==> src/rtl/core/gkc_pkg.sv <==
// Shared types and constants for the Gaussian stencil coefficient generator.
// Holds the controller state encoding, the command/status structs and the fixed-point constants.
// No dependencies.
package gkc_pkg;

  localparam int MAX_SIZE_DEF  = 16;
  localparam int COEF_BITS_DEF = 16;

  localparam int KS_W       = 5;
  localparam int SIG_W      = 16;
  localparam int ROW_W      = 4;
  localparam int COL_W      = 4;
  localparam int CFG_IDX_W  = 1;
  localparam int CFG_DATA_W = 16;

  localparam logic [KS_W-1:0]  KS_RESET  = 5'd9;
  localparam logic [SIG_W-1:0] SIG_RESET = 16'd307;

  localparam logic [CFG_IDX_W-1:0] REG_KERNEL_SIZE = 1'b0;
  localparam logic [CFG_IDX_W-1:0] REG_SIGMA_SQ    = 1'b1;

  // exponent t in Q.32, always below 32.0
  localparam int T_W     = 37;
  localparam int T_SHIFT = 39;
  localparam int N_W     = 6;
  localparam int R_W     = 32;
  localparam int SUM_W   = 33;
  localparam int RK_W    = 3;
  localparam int K_W     = 4;

  localparam logic [R_W-1:0]   LN2_Q32      = 32'd2977044472;
  localparam logic [RK_W-1:0]  RED_TOP      = 3'd5;
  localparam logic [K_W-1:0]   TAYLOR_TERMS = 4'd12;
  localparam logic [SUM_W-1:0] ONE_Q32      = 33'h1_0000_0000;

  typedef enum logic [3:0] {
    ST_IDLE,
    ST_SETUP,
    ST_ERR,
    ST_W_START,
    ST_T_DIV,
    ST_RED,
    ST_MUL,
    ST_K_START,
    ST_K_DIV,
    ST_WSHIFT,
    ST_W_DONE,
    ST_FIN_DIV,
    ST_OUT
  } state_t;

  typedef struct packed {
    logic load;
    logic setup;
    logic init_sum;
    logic init_row;
    logic sel_row;
    logic set_w_zero;
    logic start_t_div;
    logic cap_t;
    logic red_step;
    logic series_init;
    logic mul;
    logic start_k_div;
    logic acc;
    logic wshift;
    logic add_acc;
    logic adv_ij;
    logic adv_j;
    logic start_fin;
    logic cap_coef;
    logic out_load;
    logic out_err;
  } cmd_t;

  typedef struct packed {
    logic row_bad;
    logic w_zero;
    logic div_done;
    logic red_last;
    logic k_last;
    logic ij_last;
    logic j_last;
  } status_t;

endpackage

==> src/rtl/core/gkc_if.sv <==
// Valid/ready channel interfaces for row requests and coefficient beats.
// Depends on gkc_pkg for field widths.
interface gkc_in_if;
  logic                      valid;
  logic                      ready;
  logic [gkc_pkg::ROW_W-1:0] row_index;

  modport source (output valid, output row_index, input ready);
  modport sink   (input valid, input row_index, output ready);
endinterface

interface gkc_out_if #(
  parameter int COEF_BITS = gkc_pkg::COEF_BITS_DEF
);
  logic                      valid;
  logic                      ready;
  logic [COEF_BITS-1:0]      coefficient;
  logic [gkc_pkg::COL_W-1:0] column_index;
  logic                      last;
  logic                      row_error;

  modport source (output valid, output coefficient, output column_index,
                  output last, output row_error, input ready);
  modport sink   (input valid, input coefficient, input column_index,
                  input last, input row_error, output ready);
endinterface

==> src/rtl/core/gkc_div.sv <==
// Shared restoring divider: one quotient bit per cycle, numerator left-aligned.
// Depends on nothing but its parameters.
module gkc_div #(
  parameter int NUMW = 56,
  parameter int DENW = 40,
  parameter int CNTW = 6
) (
  input  logic            clk,
  input  logic            rst_n,
  input  logic            start,
  input  logic [NUMW-1:0] num,
  input  logic [DENW-1:0] den,
  input  logic [CNTW-1:0] steps,
  output logic            done,
  output logic [NUMW-1:0] quot
);

  logic [NUMW-1:0] num_r, num_nxt;
  logic [DENW-1:0] den_r, den_nxt;
  logic [DENW-1:0] rem_r, rem_nxt;
  logic [NUMW-1:0] quot_r, quot_nxt;
  logic [CNTW-1:0] cnt_r, cnt_nxt;
  logic [DENW:0]   rem_sh;
  logic            ge;

  assign rem_sh = {rem_r, num_r[NUMW-1]};
  assign ge     = rem_sh >= {1'b0, den_r};

  always_comb begin
    num_nxt  = num_r;
    den_nxt  = den_r;
    rem_nxt  = rem_r;
    quot_nxt = quot_r;
    cnt_nxt  = cnt_r;
    if (start) begin
      num_nxt  = num;
      den_nxt  = den;
      rem_nxt  = '0;
      quot_nxt = '0;
      cnt_nxt  = steps;
    end else if (cnt_r != '0) begin
      num_nxt  = {num_r[NUMW-2:0], 1'b0};
      rem_nxt  = ge ? DENW'(rem_sh - {1'b0, den_r}) : DENW'(rem_sh);
      quot_nxt = {quot_r[NUMW-2:0], ge};
      cnt_nxt  = cnt_r - CNTW'(1);
    end
  end

  always_ff @(posedge clk) begin
    if (!rst_n) begin
      cnt_r <= '0;
    end else begin
      cnt_r <= cnt_nxt;
    end
    num_r  <= num_nxt;
    den_r  <= den_nxt;
    rem_r  <= rem_nxt;
    quot_r <= quot_nxt;
  end

  assign done = (cnt_r == '0);
  assign quot = quot_r;

endmodule

==> src/rtl/core/gkc_dp.sv <==
// Datapath: grid geometry, exponent, range reduction, Taylor series, grid sum and
// normalisation, plus the result payload register. Depends on gkc_pkg and gkc_div.
module gkc_dp #(
  parameter int MAX_SIZE  = gkc_pkg::MAX_SIZE_DEF,
  parameter int COEF_BITS = gkc_pkg::COEF_BITS_DEF
) (
  input  logic                        clk,
  input  logic                        rst_n,
  input  gkc_pkg::cmd_t               cmd,
  input  logic [gkc_pkg::KS_W-1:0]    ks,
  input  logic [gkc_pkg::SIG_W-1:0]   sig,
  input  logic [gkc_pkg::ROW_W-1:0]   in_row,
  output gkc_pkg::status_t            status,
  output logic [COEF_BITS-1:0]        coef,
  output logic [gkc_pkg::COL_W-1:0]   col,
  output logic                        last,
  output logic                        err
);

  localparam int DW    = $clog2(MAX_SIZE);
  localparam int NSW   = $clog2(MAX_SIZE + 1);
  localparam int DQW   = 2 * DW + 1;
  localparam int DENSW = gkc_pkg::SIG_W + 2 * DW;
  localparam int WW    = 32 + 2 * DW;
  localparam int FINW  = ((32 + COEF_BITS) > (31 + 2 * DW) ? (32 + COEF_BITS) : (31 + 2 * DW)) + 1;
  localparam int TNW   = DQW + gkc_pkg::T_SHIFT;
  localparam int NUMW  = (TNW > FINW) ? TNW : FINW;
  localparam int DENW  = WW;
  localparam int CNTW  = $clog2(NUMW + 1);

  // effective geometry
  logic [NSW-1:0]           n_eff;
  logic [DW-1:0]            d;
  logic [gkc_pkg::SIG_W-1:0] sig_eff;

  always_comb begin
    if (ks < gkc_pkg::KS_W'(2)) begin
      n_eff = NSW'(2);
    end else if (ks > MAX_SIZE) begin
      n_eff = NSW'(MAX_SIZE);
    end else begin
      n_eff = NSW'(ks);
    end
  end

  assign d       = DW'(n_eff - NSW'(1));
  assign sig_eff = (sig == '0) ? gkc_pkg::SIG_W'(1) : sig;

  logic [gkc_pkg::ROW_W-1:0] row_r;
  logic [2*DW-1:0]           d2_r;
  logic [DENSW-1:0]          den_r;
  logic [DW-1:0]             i_r, j_r;
  logic [31:0]               w_r;
  logic [gkc_pkg::T_W-1:0]   t_r;
  logic [gkc_pkg::N_W-1:0]   n_r;
  logic [gkc_pkg::RK_W-1:0]  rk_r;
  logic [31:0]               term_r;
  logic [gkc_pkg::SUM_W-1:0] sum_r;
  logic [gkc_pkg::K_W-1:0]   k_r;
  logic [31:0]               prod_r;
  logic [WW-1:0]             acc_r;
  logic [COEF_BITS-1:0]      coef_r;
  logic [COEF_BITS-1:0]      out_coef_r;
  logic [gkc_pkg::COL_W-1:0] out_col_r;
  logic                      out_last_r, out_err_r;

  // grid excess q - qmin for the current point
  logic [DW-1:0] gi;
  logic [DW:0]   gi2, gj2, dx, ai, aj;
  logic [2*DW-1:0] sqi, sqj;
  logic [DQW-1:0]  q, dq;

  assign gi  = cmd.sel_row ? DW'(row_r) : i_r;
  assign gi2 = {gi, 1'b0};
  assign gj2 = {j_r, 1'b0};
  assign dx  = {1'b0, d};
  assign ai  = (gi2 >= dx) ? (gi2 - dx) : (dx - gi2);
  assign aj  = (gj2 >= dx) ? (gj2 - dx) : (dx - gj2);
  assign sqi = (2*DW)'(ai[DW-1:0]) * (2*DW)'(ai[DW-1:0]);
  assign sqj = (2*DW)'(aj[DW-1:0]) * (2*DW)'(aj[DW-1:0]);
  assign q   = DQW'(sqi) + DQW'(sqj);
  assign dq  = q - (d[0] ? DQW'(2) : DQW'(0));

  // divider operand selection
  logic            div_start, div_done;
  logic [NUMW-1:0] div_num, div_quot;
  logic [DENW-1:0] div_den;
  logic [CNTW-1:0] div_steps;
  logic [FINW-1:0] fin_num;

  assign div_start = cmd.start_t_div | cmd.start_k_div | cmd.start_fin;
  assign fin_num   = (FINW'(w_r) << COEF_BITS) + FINW'(acc_r >> 1);

  always_comb begin
    if (cmd.start_t_div) begin
      div_num   = NUMW'({dq, {gkc_pkg::T_SHIFT{1'b0}}}) << (NUMW - TNW);
      div_den   = DENW'(den_r);
      div_steps = CNTW'(TNW);
    end else if (cmd.start_k_div) begin
      div_num   = NUMW'(prod_r) << (NUMW - 32);
      div_den   = DENW'(k_r);
      div_steps = CNTW'(32);
    end else begin
      div_num   = NUMW'(fin_num) << (NUMW - FINW);
      div_den   = acc_r;
      div_steps = CNTW'(FINW);
    end
  end

  gkc_div #(
    .NUMW(NUMW),
    .DENW(DENW),
    .CNTW(CNTW)
  ) u_div (
    .clk  (clk),
    .rst_n(rst_n),
    .start(div_start),
    .num  (div_num),
    .den  (div_den),
    .steps(div_steps),
    .done (div_done),
    .quot (div_quot)
  );

  logic [gkc_pkg::T_W-1:0] red_cmp;
  logic [63:0]             mprod;
  logic [31:0]             r;

  assign red_cmp = gkc_pkg::T_W'(gkc_pkg::LN2_Q32) << rk_r;
  assign r       = t_r[31:0];
  assign mprod   = {32'b0, term_r} * {32'b0, r};

  always_ff @(posedge clk) begin
    if (cmd.load) begin
      row_r <= in_row;
      d2_r  <= (2*DW)'(d) * (2*DW)'(d);
    end
    if (cmd.setup) begin
      den_r <= DENSW'(sig_eff) * DENSW'(d2_r);
    end
    if (cmd.init_sum) begin
      i_r   <= '0;
      j_r   <= '0;
      acc_r <= '0;
    end else if (cmd.init_row) begin
      j_r <= '0;
    end else if (cmd.adv_ij) begin
      if (j_r == d) begin
        j_r <= '0;
        i_r <= i_r + DW'(1);
      end else begin
        j_r <= j_r + DW'(1);
      end
    end else if (cmd.adv_j) begin
      j_r <= j_r + DW'(1);
    end
    if (cmd.add_acc) begin
      acc_r <= acc_r + WW'(w_r);
    end
    if (cmd.set_w_zero) begin
      w_r <= '0;
    end else if (cmd.wshift) begin
      w_r <= 32'(sum_r >> ({1'b0, n_r} + 7'd1));
    end
    if (cmd.cap_t) begin
      t_r  <= div_quot[gkc_pkg::T_W-1:0];
      n_r  <= '0;
      rk_r <= gkc_pkg::RED_TOP;
    end else if (cmd.red_step) begin
      if (t_r >= red_cmp) begin
        t_r       <= t_r - red_cmp;
        n_r[rk_r] <= 1'b1;
      end
      rk_r <= rk_r - gkc_pkg::RK_W'(1);
    end
    if (cmd.series_init) begin
      sum_r <= gkc_pkg::ONE_Q32;
      k_r   <= gkc_pkg::K_W'(1);
    end else if (cmd.acc) begin
      term_r <= div_quot[31:0];
      sum_r  <= k_r[0] ? (sum_r - gkc_pkg::SUM_W'(div_quot[31:0]))
                       : (sum_r + gkc_pkg::SUM_W'(div_quot[31:0]));
      k_r    <= k_r + gkc_pkg::K_W'(1);
    end
    if (cmd.mul) begin
      // first term of the series is exactly 1.0, so its product is r itself
      prod_r <= (k_r == gkc_pkg::K_W'(1)) ? r : mprod[63:32];
    end
    if (cmd.cap_coef) begin
      coef_r <= (|div_quot[NUMW-1:COEF_BITS]) ? '1 : div_quot[COEF_BITS-1:0];
    end
    if (cmd.out_load) begin
      out_coef_r <= coef_r;
      out_col_r  <= gkc_pkg::COL_W'(j_r);
      out_last_r <= (j_r == d);
      out_err_r  <= 1'b0;
    end else if (cmd.out_err) begin
      out_coef_r <= '0;
      out_col_r  <= '0;
      out_last_r <= 1'b1;
      out_err_r  <= 1'b1;
    end
  end

  assign status.row_bad  = (row_r >= n_eff);
  assign status.w_zero   = ({dq, 2'b00} >= den_r);
  assign status.div_done = div_done;
  assign status.red_last = (rk_r == '0);
  assign status.k_last   = (k_r == gkc_pkg::TAYLOR_TERMS);
  assign status.ij_last  = (i_r == d) && (j_r == d);
  assign status.j_last   = (j_r == d);

  assign coef = out_coef_r;
  assign col  = out_col_r;
  assign last = out_last_r;
  assign err  = out_err_r;

endmodule

==> src/rtl/core/gkc_ctrl.sv <==
// Controller: sequences grid sum, per-weight exponential and row normalisation.
// Depends on gkc_pkg; drives the datapath through cmd_t and reads status_t.
module gkc_ctrl (
  input  logic             clk,
  input  logic             rst_n,
  input  logic             in_valid,
  input  logic             out_ready,
  input  logic             cfg_we,
  input  gkc_pkg::status_t status,
  output logic             in_ready,
  output logic             out_valid,
  output gkc_pkg::cmd_t    cmd
);

  gkc_pkg::state_t state_r, state_nxt;
  logic sum_valid_r, sum_valid_nxt;
  logic row_phase_r, row_phase_nxt;
  logic out_valid_r, out_valid_nxt;
  logic out_free;

  assign out_free = !out_valid_r || out_ready;

  always_comb begin
    state_nxt = state_r;
    case (state_r)
      gkc_pkg::ST_IDLE:    if (in_valid) state_nxt = gkc_pkg::ST_SETUP;
      gkc_pkg::ST_SETUP: begin
        state_nxt = status.row_bad ? gkc_pkg::ST_ERR : gkc_pkg::ST_W_START;
      end
      gkc_pkg::ST_ERR:     if (out_free) state_nxt = gkc_pkg::ST_IDLE;
      gkc_pkg::ST_W_START: begin
        state_nxt = status.w_zero ? gkc_pkg::ST_W_DONE : gkc_pkg::ST_T_DIV;
      end
      gkc_pkg::ST_T_DIV:   if (status.div_done) state_nxt = gkc_pkg::ST_RED;
      gkc_pkg::ST_RED:     if (status.red_last) state_nxt = gkc_pkg::ST_MUL;
      gkc_pkg::ST_MUL:     state_nxt = gkc_pkg::ST_K_START;
      gkc_pkg::ST_K_START: state_nxt = gkc_pkg::ST_K_DIV;
      gkc_pkg::ST_K_DIV: begin
        if (status.div_done) begin
          state_nxt = status.k_last ? gkc_pkg::ST_WSHIFT : gkc_pkg::ST_MUL;
        end
      end
      gkc_pkg::ST_WSHIFT:  state_nxt = gkc_pkg::ST_W_DONE;
      gkc_pkg::ST_W_DONE: begin
        state_nxt = row_phase_r ? gkc_pkg::ST_FIN_DIV : gkc_pkg::ST_W_START;
      end
      gkc_pkg::ST_FIN_DIV: if (status.div_done) state_nxt = gkc_pkg::ST_OUT;
      gkc_pkg::ST_OUT: begin
        if (out_free) begin
          state_nxt = status.j_last ? gkc_pkg::ST_IDLE : gkc_pkg::ST_W_START;
        end
      end
      default:             state_nxt = gkc_pkg::ST_IDLE;
    endcase
  end

  always_comb begin
    cmd           = '0;
    cmd.sel_row   = row_phase_r;
    in_ready      = 1'b0;
    sum_valid_nxt = sum_valid_r;
    row_phase_nxt = row_phase_r;
    out_valid_nxt = out_valid_r && !out_ready;
    case (state_r)
      gkc_pkg::ST_IDLE: begin
        in_ready = 1'b1;
        cmd.load = in_valid;
      end
      gkc_pkg::ST_SETUP: begin
        cmd.setup = 1'b1;
        if (!status.row_bad) begin
          if (sum_valid_r) begin
            cmd.init_row  = 1'b1;
            row_phase_nxt = 1'b1;
          end else begin
            cmd.init_sum  = 1'b1;
            row_phase_nxt = 1'b0;
          end
        end
      end
      gkc_pkg::ST_ERR: begin
        if (out_free) begin
          cmd.out_err   = 1'b1;
          out_valid_nxt = 1'b1;
        end
      end
      gkc_pkg::ST_W_START: begin
        cmd.set_w_zero  = status.w_zero;
        cmd.start_t_div = !status.w_zero;
      end
      gkc_pkg::ST_T_DIV:   cmd.cap_t = status.div_done;
      gkc_pkg::ST_RED: begin
        cmd.red_step    = 1'b1;
        cmd.series_init = status.red_last;
      end
      gkc_pkg::ST_MUL:     cmd.mul = 1'b1;
      gkc_pkg::ST_K_START: cmd.start_k_div = 1'b1;
      gkc_pkg::ST_K_DIV:   cmd.acc = status.div_done;
      gkc_pkg::ST_WSHIFT:  cmd.wshift = 1'b1;
      gkc_pkg::ST_W_DONE: begin
        if (row_phase_r) begin
          cmd.start_fin = 1'b1;
        end else begin
          cmd.add_acc = 1'b1;
          if (status.ij_last) begin
            // grid sum complete: hold it until the next configuration write
            sum_valid_nxt = 1'b1;
            row_phase_nxt = 1'b1;
            cmd.init_row  = 1'b1;
          end else begin
            cmd.adv_ij = 1'b1;
          end
        end
      end
      gkc_pkg::ST_FIN_DIV: cmd.cap_coef = status.div_done;
      gkc_pkg::ST_OUT: begin
        if (out_free) begin
          cmd.out_load  = 1'b1;
          cmd.adv_j     = !status.j_last;
          out_valid_nxt = 1'b1;
        end
      end
      default: begin
      end
    endcase
    if (cfg_we) begin
      sum_valid_nxt = 1'b0;
    end
  end

  always_ff @(posedge clk) begin
    if (!rst_n) begin
      state_r     <= gkc_pkg::ST_IDLE;
      sum_valid_r <= 1'b0;
      row_phase_r <= 1'b0;
      out_valid_r <= 1'b0;
    end else begin
      state_r     <= state_nxt;
      sum_valid_r <= sum_valid_nxt;
      row_phase_r <= row_phase_nxt;
      out_valid_r <= out_valid_nxt;
    end
  end

  assign out_valid = out_valid_r;

endmodule

==> src/rtl/core/gaussian_kernel_coefficients_top.sv <==
// Top level: configuration registers, controller and datapath of the stencil generator.
// Depends on gkc_pkg, gkc_if, gkc_ctrl, gkc_dp (and gkc_div below it).
// Each nonzero weight runs an exponent divide, a range reduction and a Taylor loop, all
// on the shared bit-serial divider. Each row computes N weights and N normalising divides;
// the first in-range row after reset or a configuration write also computes the N*N
// weights of the grid sum. One request at a time.
// Reset: kernel_size 9, sigma_sq 307, grid sum cache empty, no beat pending.
module gaussian_kernel_coefficients_top #(
  parameter int MAX_SIZE  = gkc_pkg::MAX_SIZE_DEF,
  parameter int COEF_BITS = gkc_pkg::COEF_BITS_DEF
) (
  input  logic                            clk,
  input  logic                            rst_n,
  gkc_in_if.sink                          in_ch,
  gkc_out_if.source                       out_ch,
  input  logic                            cfg_we,
  input  logic [gkc_pkg::CFG_IDX_W-1:0]   cfg_index,
  input  logic [gkc_pkg::CFG_DATA_W-1:0]  cfg_data
);

  logic [gkc_pkg::KS_W-1:0]  ks_r;
  logic [gkc_pkg::SIG_W-1:0] sig_r;

  always_ff @(posedge clk) begin
    if (!rst_n) begin
      ks_r  <= gkc_pkg::KS_RESET;
      sig_r <= gkc_pkg::SIG_RESET;
    end else if (cfg_we) begin
      case (cfg_index)
        gkc_pkg::REG_KERNEL_SIZE: ks_r  <= cfg_data[gkc_pkg::KS_W-1:0];
        gkc_pkg::REG_SIGMA_SQ:    sig_r <= cfg_data[gkc_pkg::SIG_W-1:0];
        default: begin
        end
      endcase
    end
  end

  gkc_pkg::cmd_t    cmd;
  gkc_pkg::status_t status;

  gkc_ctrl u_ctrl (
    .clk      (clk),
    .rst_n    (rst_n),
    .in_valid (in_ch.valid),
    .out_ready(out_ch.ready),
    .cfg_we   (cfg_we),
    .status   (status),
    .in_ready (in_ch.ready),
    .out_valid(out_ch.valid),
    .cmd      (cmd)
  );

  gkc_dp #(
    .MAX_SIZE (MAX_SIZE),
    .COEF_BITS(COEF_BITS)
  ) u_dp (
    .clk   (clk),
    .rst_n (rst_n),
    .cmd   (cmd),
    .ks    (ks_r),
    .sig   (sig_r),
    .in_row(in_ch.row_index),
    .status(status),
    .coef  (out_ch.coefficient),
    .col   (out_ch.column_index),
    .last  (out_ch.last),
    .err   (out_ch.row_error)
  );

  // an error beat always closes its request
  a_err_last: assert property (@(posedge clk) disable iff (!rst_n)
    out_ch.valid && out_ch.row_error |-> out_ch.last && (out_ch.coefficient == '0))
    else $error("row error beat without last or with nonzero coefficient");

  // one request in flight: no new beat taken right after one is accepted
  a_one_item: assert property (@(posedge clk) disable iff (!rst_n)
    in_ch.valid && in_ch.ready |=> !in_ch.ready)
    else $error("request accepted while busy");

  // a new result beat only appears while the block is not idle-accepting
  a_out_from_work: assert property (@(posedge clk) disable iff (!rst_n)
    $rose(out_ch.valid) |-> !$past(in_ch.ready && in_ch.valid))
    else $error("result beat raised directly from request acceptance");

endmodule

==> src/flat_wrapper.sv <==
// flat-port wrapper written by rule: the top's interface ports become plain ports
module gaussian_kernel_coefficients_top_flat 
#(
  parameter int MAX_SIZE  = gkc_pkg::MAX_SIZE_DEF,
  parameter int COEF_BITS = gkc_pkg::COEF_BITS_DEF
)
  (clk, rst_n, cfg_we, cfg_index, cfg_data, in_ch_valid, in_ch_row_index, in_ch_ready, out_ch_valid, out_ch_coefficient, out_ch_column_index, out_ch_last, out_ch_row_error, out_ch_ready);
  gkc_in_if in_ch_i ();
  gkc_out_if #(.COEF_BITS(COEF_BITS)) out_ch_i ();
  input  logic clk;
  input  logic rst_n;
  input  logic cfg_we;
  input  logic [gkc_pkg::CFG_IDX_W-1:0] cfg_index;
  input  logic [gkc_pkg::CFG_DATA_W-1:0] cfg_data;
  input wire logic [$bits(in_ch_i.valid)-1:0] in_ch_valid;
  input wire logic [$bits(in_ch_i.row_index)-1:0] in_ch_row_index;
  output wire logic [$bits(in_ch_i.ready)-1:0] in_ch_ready;
  output wire logic [$bits(out_ch_i.valid)-1:0] out_ch_valid;
  output wire logic [$bits(out_ch_i.coefficient)-1:0] out_ch_coefficient;
  output wire logic [$bits(out_ch_i.column_index)-1:0] out_ch_column_index;
  output wire logic [$bits(out_ch_i.last)-1:0] out_ch_last;
  output wire logic [$bits(out_ch_i.row_error)-1:0] out_ch_row_error;
  input wire logic [$bits(out_ch_i.ready)-1:0] out_ch_ready;
  assign in_ch_i.valid = in_ch_valid;
  assign in_ch_i.row_index = in_ch_row_index;
  assign in_ch_ready = in_ch_i.ready;
  assign out_ch_valid = out_ch_i.valid;
  assign out_ch_coefficient = out_ch_i.coefficient;
  assign out_ch_column_index = out_ch_i.column_index;
  assign out_ch_last = out_ch_i.last;
  assign out_ch_row_error = out_ch_i.row_error;
  assign out_ch_i.ready = out_ch_ready;
  gaussian_kernel_coefficients_top #(.MAX_SIZE(MAX_SIZE), .COEF_BITS(COEF_BITS)) u_core (.clk(clk), .rst_n(rst_n), .in_ch(in_ch_i), .out_ch(out_ch_i), .cfg_we(cfg_we), .cfg_index(cfg_index), .cfg_data(cfg_data));
endmodule
==> config.mk <==
export PLATFORM = sky130hd
export DESIGN_NAME = gaussian_kernel_coefficients_top_flat
export DESIGN_NICKNAME = d
export VERILOG_FILES = /design/src/rtl/core/gkc_pkg.sv /design/src/rtl/core/gkc_if.sv /design/src/rtl/core/gkc_div.sv /design/src/rtl/core/gkc_dp.sv /design/src/rtl/core/gkc_ctrl.sv /design/src/rtl/core/gaussian_kernel_coefficients_top.sv /design/src/flat_wrapper.sv
export SDC_FILE = /design/constraint.sdc
export NUM_CORES = 2
export LEC_CHECK = 0
export BUFFER_PORTS_ARGS = -buffer_cell sky130_fd_sc_hd__buf_2
export CAP_MARGIN = 20
export CORE_UTILIZATION = 67
export CTS_CLUSTER_SIZE = 24
export DETAILED_ROUTE_END_ITERATION = 7
export PLACE_DENSITY = 0.84
export SYNTH_ARGS = -nofsm -noshare
export SYNTH_HDL_FRONTEND = slang
export SYNTH_SLANG_ARGS = --single-unit
export TNS_END_PERCENT = 100
==> constraint.sdc <==
create_clock -name clk -period 10.99 [get_ports clk]
set_input_delay 1.099 -clock clk [delete_from_list [all_inputs] [get_ports clk]]
set_output_delay 1.099 -clock clk [all_outputs]
set_load 0.02 [all_outputs]
==> out/qor.txt <==
Status - finished clean
Crit. End Element - flip-flop
R2R setup slack - 1.64 ns
Maximum fanout along the worst path - 18
CTS tree - yes
Post-cts sizing count - 0
Unrepaired setup endpoints after global routing - false
Die Wd - 317 um
Final period util - 85.1%
Slew headroom - 17.7%
Adder-cell share of the synthesized area - 39.4%
Setup violations, final - 0
DR iter-0 viols - 5695
Largest family of logic cells by synthesized area - adder cells
Busiest layer in global routing - met2
Final net count - 8795
Top cell type by total area after synthesis - fa_1
CP max stage delay - 1.17 ns
CP arrival - 9.75 ns
Layout area overhead - 4.81%
CP dominant cell by count - fa_1
Setup CP Type - reg2reg
Final Max Slew Viols - 0
Post-synth EDFFs - 302
Count leader, synth - nand2_1
Worst r2r dst - u_core.u_dp.prod_r[13]
# H-tree levels - 2
Max Cap Viol - 0
Root Driver - clkbuf_16
Multi-input combinational cell area - 47600 um^2
Max clock buf depth - 3
GP Congestion - 1.02
Final setup TNS - 0 ns
RR Startpoint - u_core.u_dp.t_r[15]
Register bit count reported by yosys - 512
Initial antenna violation count - 7
Initial core utilization - 67.7%
Num ports - 50
GR Util met2 - 60.8%
Req. time, crit path - 11.39 ns
DR vias - 53300
Worst-Skew Late Latency - 0.69 ns
Detailed Routing Iterations Pass 1 - 6
Global-route wire length before repair - 300000 um
Startpoint types - flip-flop
Post-Synth Simple-Gate Area - 16.4%
Fin. Hold Viols - 0
Ys flop type - edfxtp_1
Die Area - 101000 um^2
Fin crit period - 9.35 ns
Cell Area, Synth - 66600 um^2
R2R depth - 25
Post-route ant nets - 0
Largest net degree at the start of global routing - 77
Routed WL - 190000 um
Synth Net Count - 8969
Top cell family by delay on the critical path - adder cells
Min-delay src - u_core.u_dp.n_r[1]
Mux contribution to synthesized area - 1.70%
# port buffers - 49
Layout cells sized above 1 - 5.09%
Slowest CP cell - edfxtp_1
Post-synth top area share - 29.5%
Cts bufs inserted - 57
Compound-Gate Fraction of Synth Area - 10.6%
Core area - 98400 um^2
Remaining Overflow, GRT - 0
Post-Synth XOR/XNOR Area - 3.25%
Leading post-synthesis cells by cell area - fa_1, edfxtp_1, ha_1, nand2_1, inv_1
Mean area per synthesized cell - 8.96 um^2
Via-to-Cell Ratio - 6.19
Die Y - 317 um
Reg area - 13300 um^2
Synth cell types - 94
Clk sinks - 512
Routed wire per std cell - 22.0 um
Mapped Cells - 7434
HP Class - reg2reg
Worst slew pin tran - 1.24 ns
Fill cells - 7266
Clk_skew - 0.0352 ns
# hold bufs at CTS - 0
Hold worst-path end - u_core.u_dp.n_r[1]
Met1 Resource Use GR - 50.0%
# Post-CTS Setup Buffers - 0
Vias in the first global route - 54900
Async SR Flop Fraction - 0%
Worst path bufs/invs - 4
Register area share after synthesis - 19.9%
FMAX - 107 MHz
Synth warn - 0
Grt met3 use - 9.29%
Hold path depth - 2
Final HPWL DP - 142000 um
Worst-path clk slew - 0.06 ns
Post-synth top cells - nand2_1, inv_1, fa_1
Row count - 115
Gr usage total - 38.8%
Residual DRC - 0
sequential cells by signal, indices dropped and copies added, names as in the netlist, 24 cells and up:
signal                   flops
u_core.u_dp.acc_r           40
u_core.u_dp.den_r           24
u_core.u_dp.prod_r          32
u_core.u_dp.sum_r           33
u_core.u_dp.t_r             37
u_core.u_dp.term_r          32
u_core.u_dp.u_div.den_r     40
u_core.u_dp.u_div.num_r     49
u_core.u_dp.u_div.quot      49
u_core.u_dp.u_div.rem_r     40
u_core.u_dp.w_r             32
placed cells by master (no fill, tap or decap), drive strengths merged, types with 13 or more instances in the layout:
cell,count
nand2,1330
o21bai,25
a21boi,17
nor3,89
and3,25
edfxtp,302
inv,1162
a211oi,50
a22oi,36
xor2,92
nor2b,49
o211ai,26
clkinv,23
nand2b,55
xnor2,155
nand3,85
and2,337
nand4,27
clkbuf,69
ha,527
o21ai,207
o21a,41
dfxtp,210
a21oi,388
mux2i,40
a21o,113
or2,28
mux4,22
a31oi,31
buf,154
a221o,13
fa,982
nor4,19
o31ai,37
mux2,21
nor2,352
cell families after synthesis:
logic type                 Yosys count
xor gates and xnor gates           247
AOI/OAI and AO/OA                 1100
adders and majority gates         1510
DFF                                512
muxes                               83
buffers and inverters             1545
and+or+nand+nor                   2437
per-stage QoR:
stage / cell area, um^2 / utilization, % / hold WS (ns) / cells / worst slack (ns)
finish: 69800 / 70.9 / 0.455 / 8603 / 1.64
detailed placement: 67800 / 68.9 / 0.444 / 8487 / 1.94
global placement: 67800 / 68.9 / 0.435 / 8487 / 2.12
global route: 69800 / 70.9 / 0.477 / 8600 / 1.35
CTS: 69800 / 70.9 / 0.458 / 8595 / 1.89
floorplan: 66600 / - / 0.406 / 7434 / 2.08
worst max path at each step:
stage,from,endpoint,cells after the start,slack (ns)
3_3_place_gp,u_core.ks_r[1],u_core.u_dp.u_div.rem_r[12],36,2.12
3_5_place_dp,u_core.u_dp.term_r[17],u_core.u_dp.prod_r[13],27,1.94
4_1_cts,u_core.u_dp.term_r[17],u_core.u_dp.prod_r[13],27,1.89
6_report,u_core.u_dp.t_r[15],u_core.u_dp.prod_r[13],25,1.64
2_1_floorplan,u_core.ks_r[1],u_core.u_dp.u_div.den_r[0],36,2.08
5_1_grt,u_core.ks_r[1],u_core.u_dp.u_div.quot[6],34,1.35
routing by layer:
layer,share of wire [%],up-vias
li1,-,23400
met2,46,2983
met5,0.034,-
met4,6.1,12
met1,37,26200
met3,12,658
cell type report:
cell class                 count  area share, %
sequential                   512           19.0
clock inverter                39          0.606
tap                         1287           2.31
clock buffer                  69           2.17
timing repair buffer         154           1.50
multi-input combinational   5377           68.2
inverter                    1158           6.23
antenna                        7         0.0251
tightest hold or removal path: stages (launching register included):
cell and delay, ns:
dfxtp_1 0.32, nand2_1 0.05, o31ai_1 0.05
Power is not shown: default switching activity piles up to over one toggle a cycle in this logic, so the estimate is an artifact.
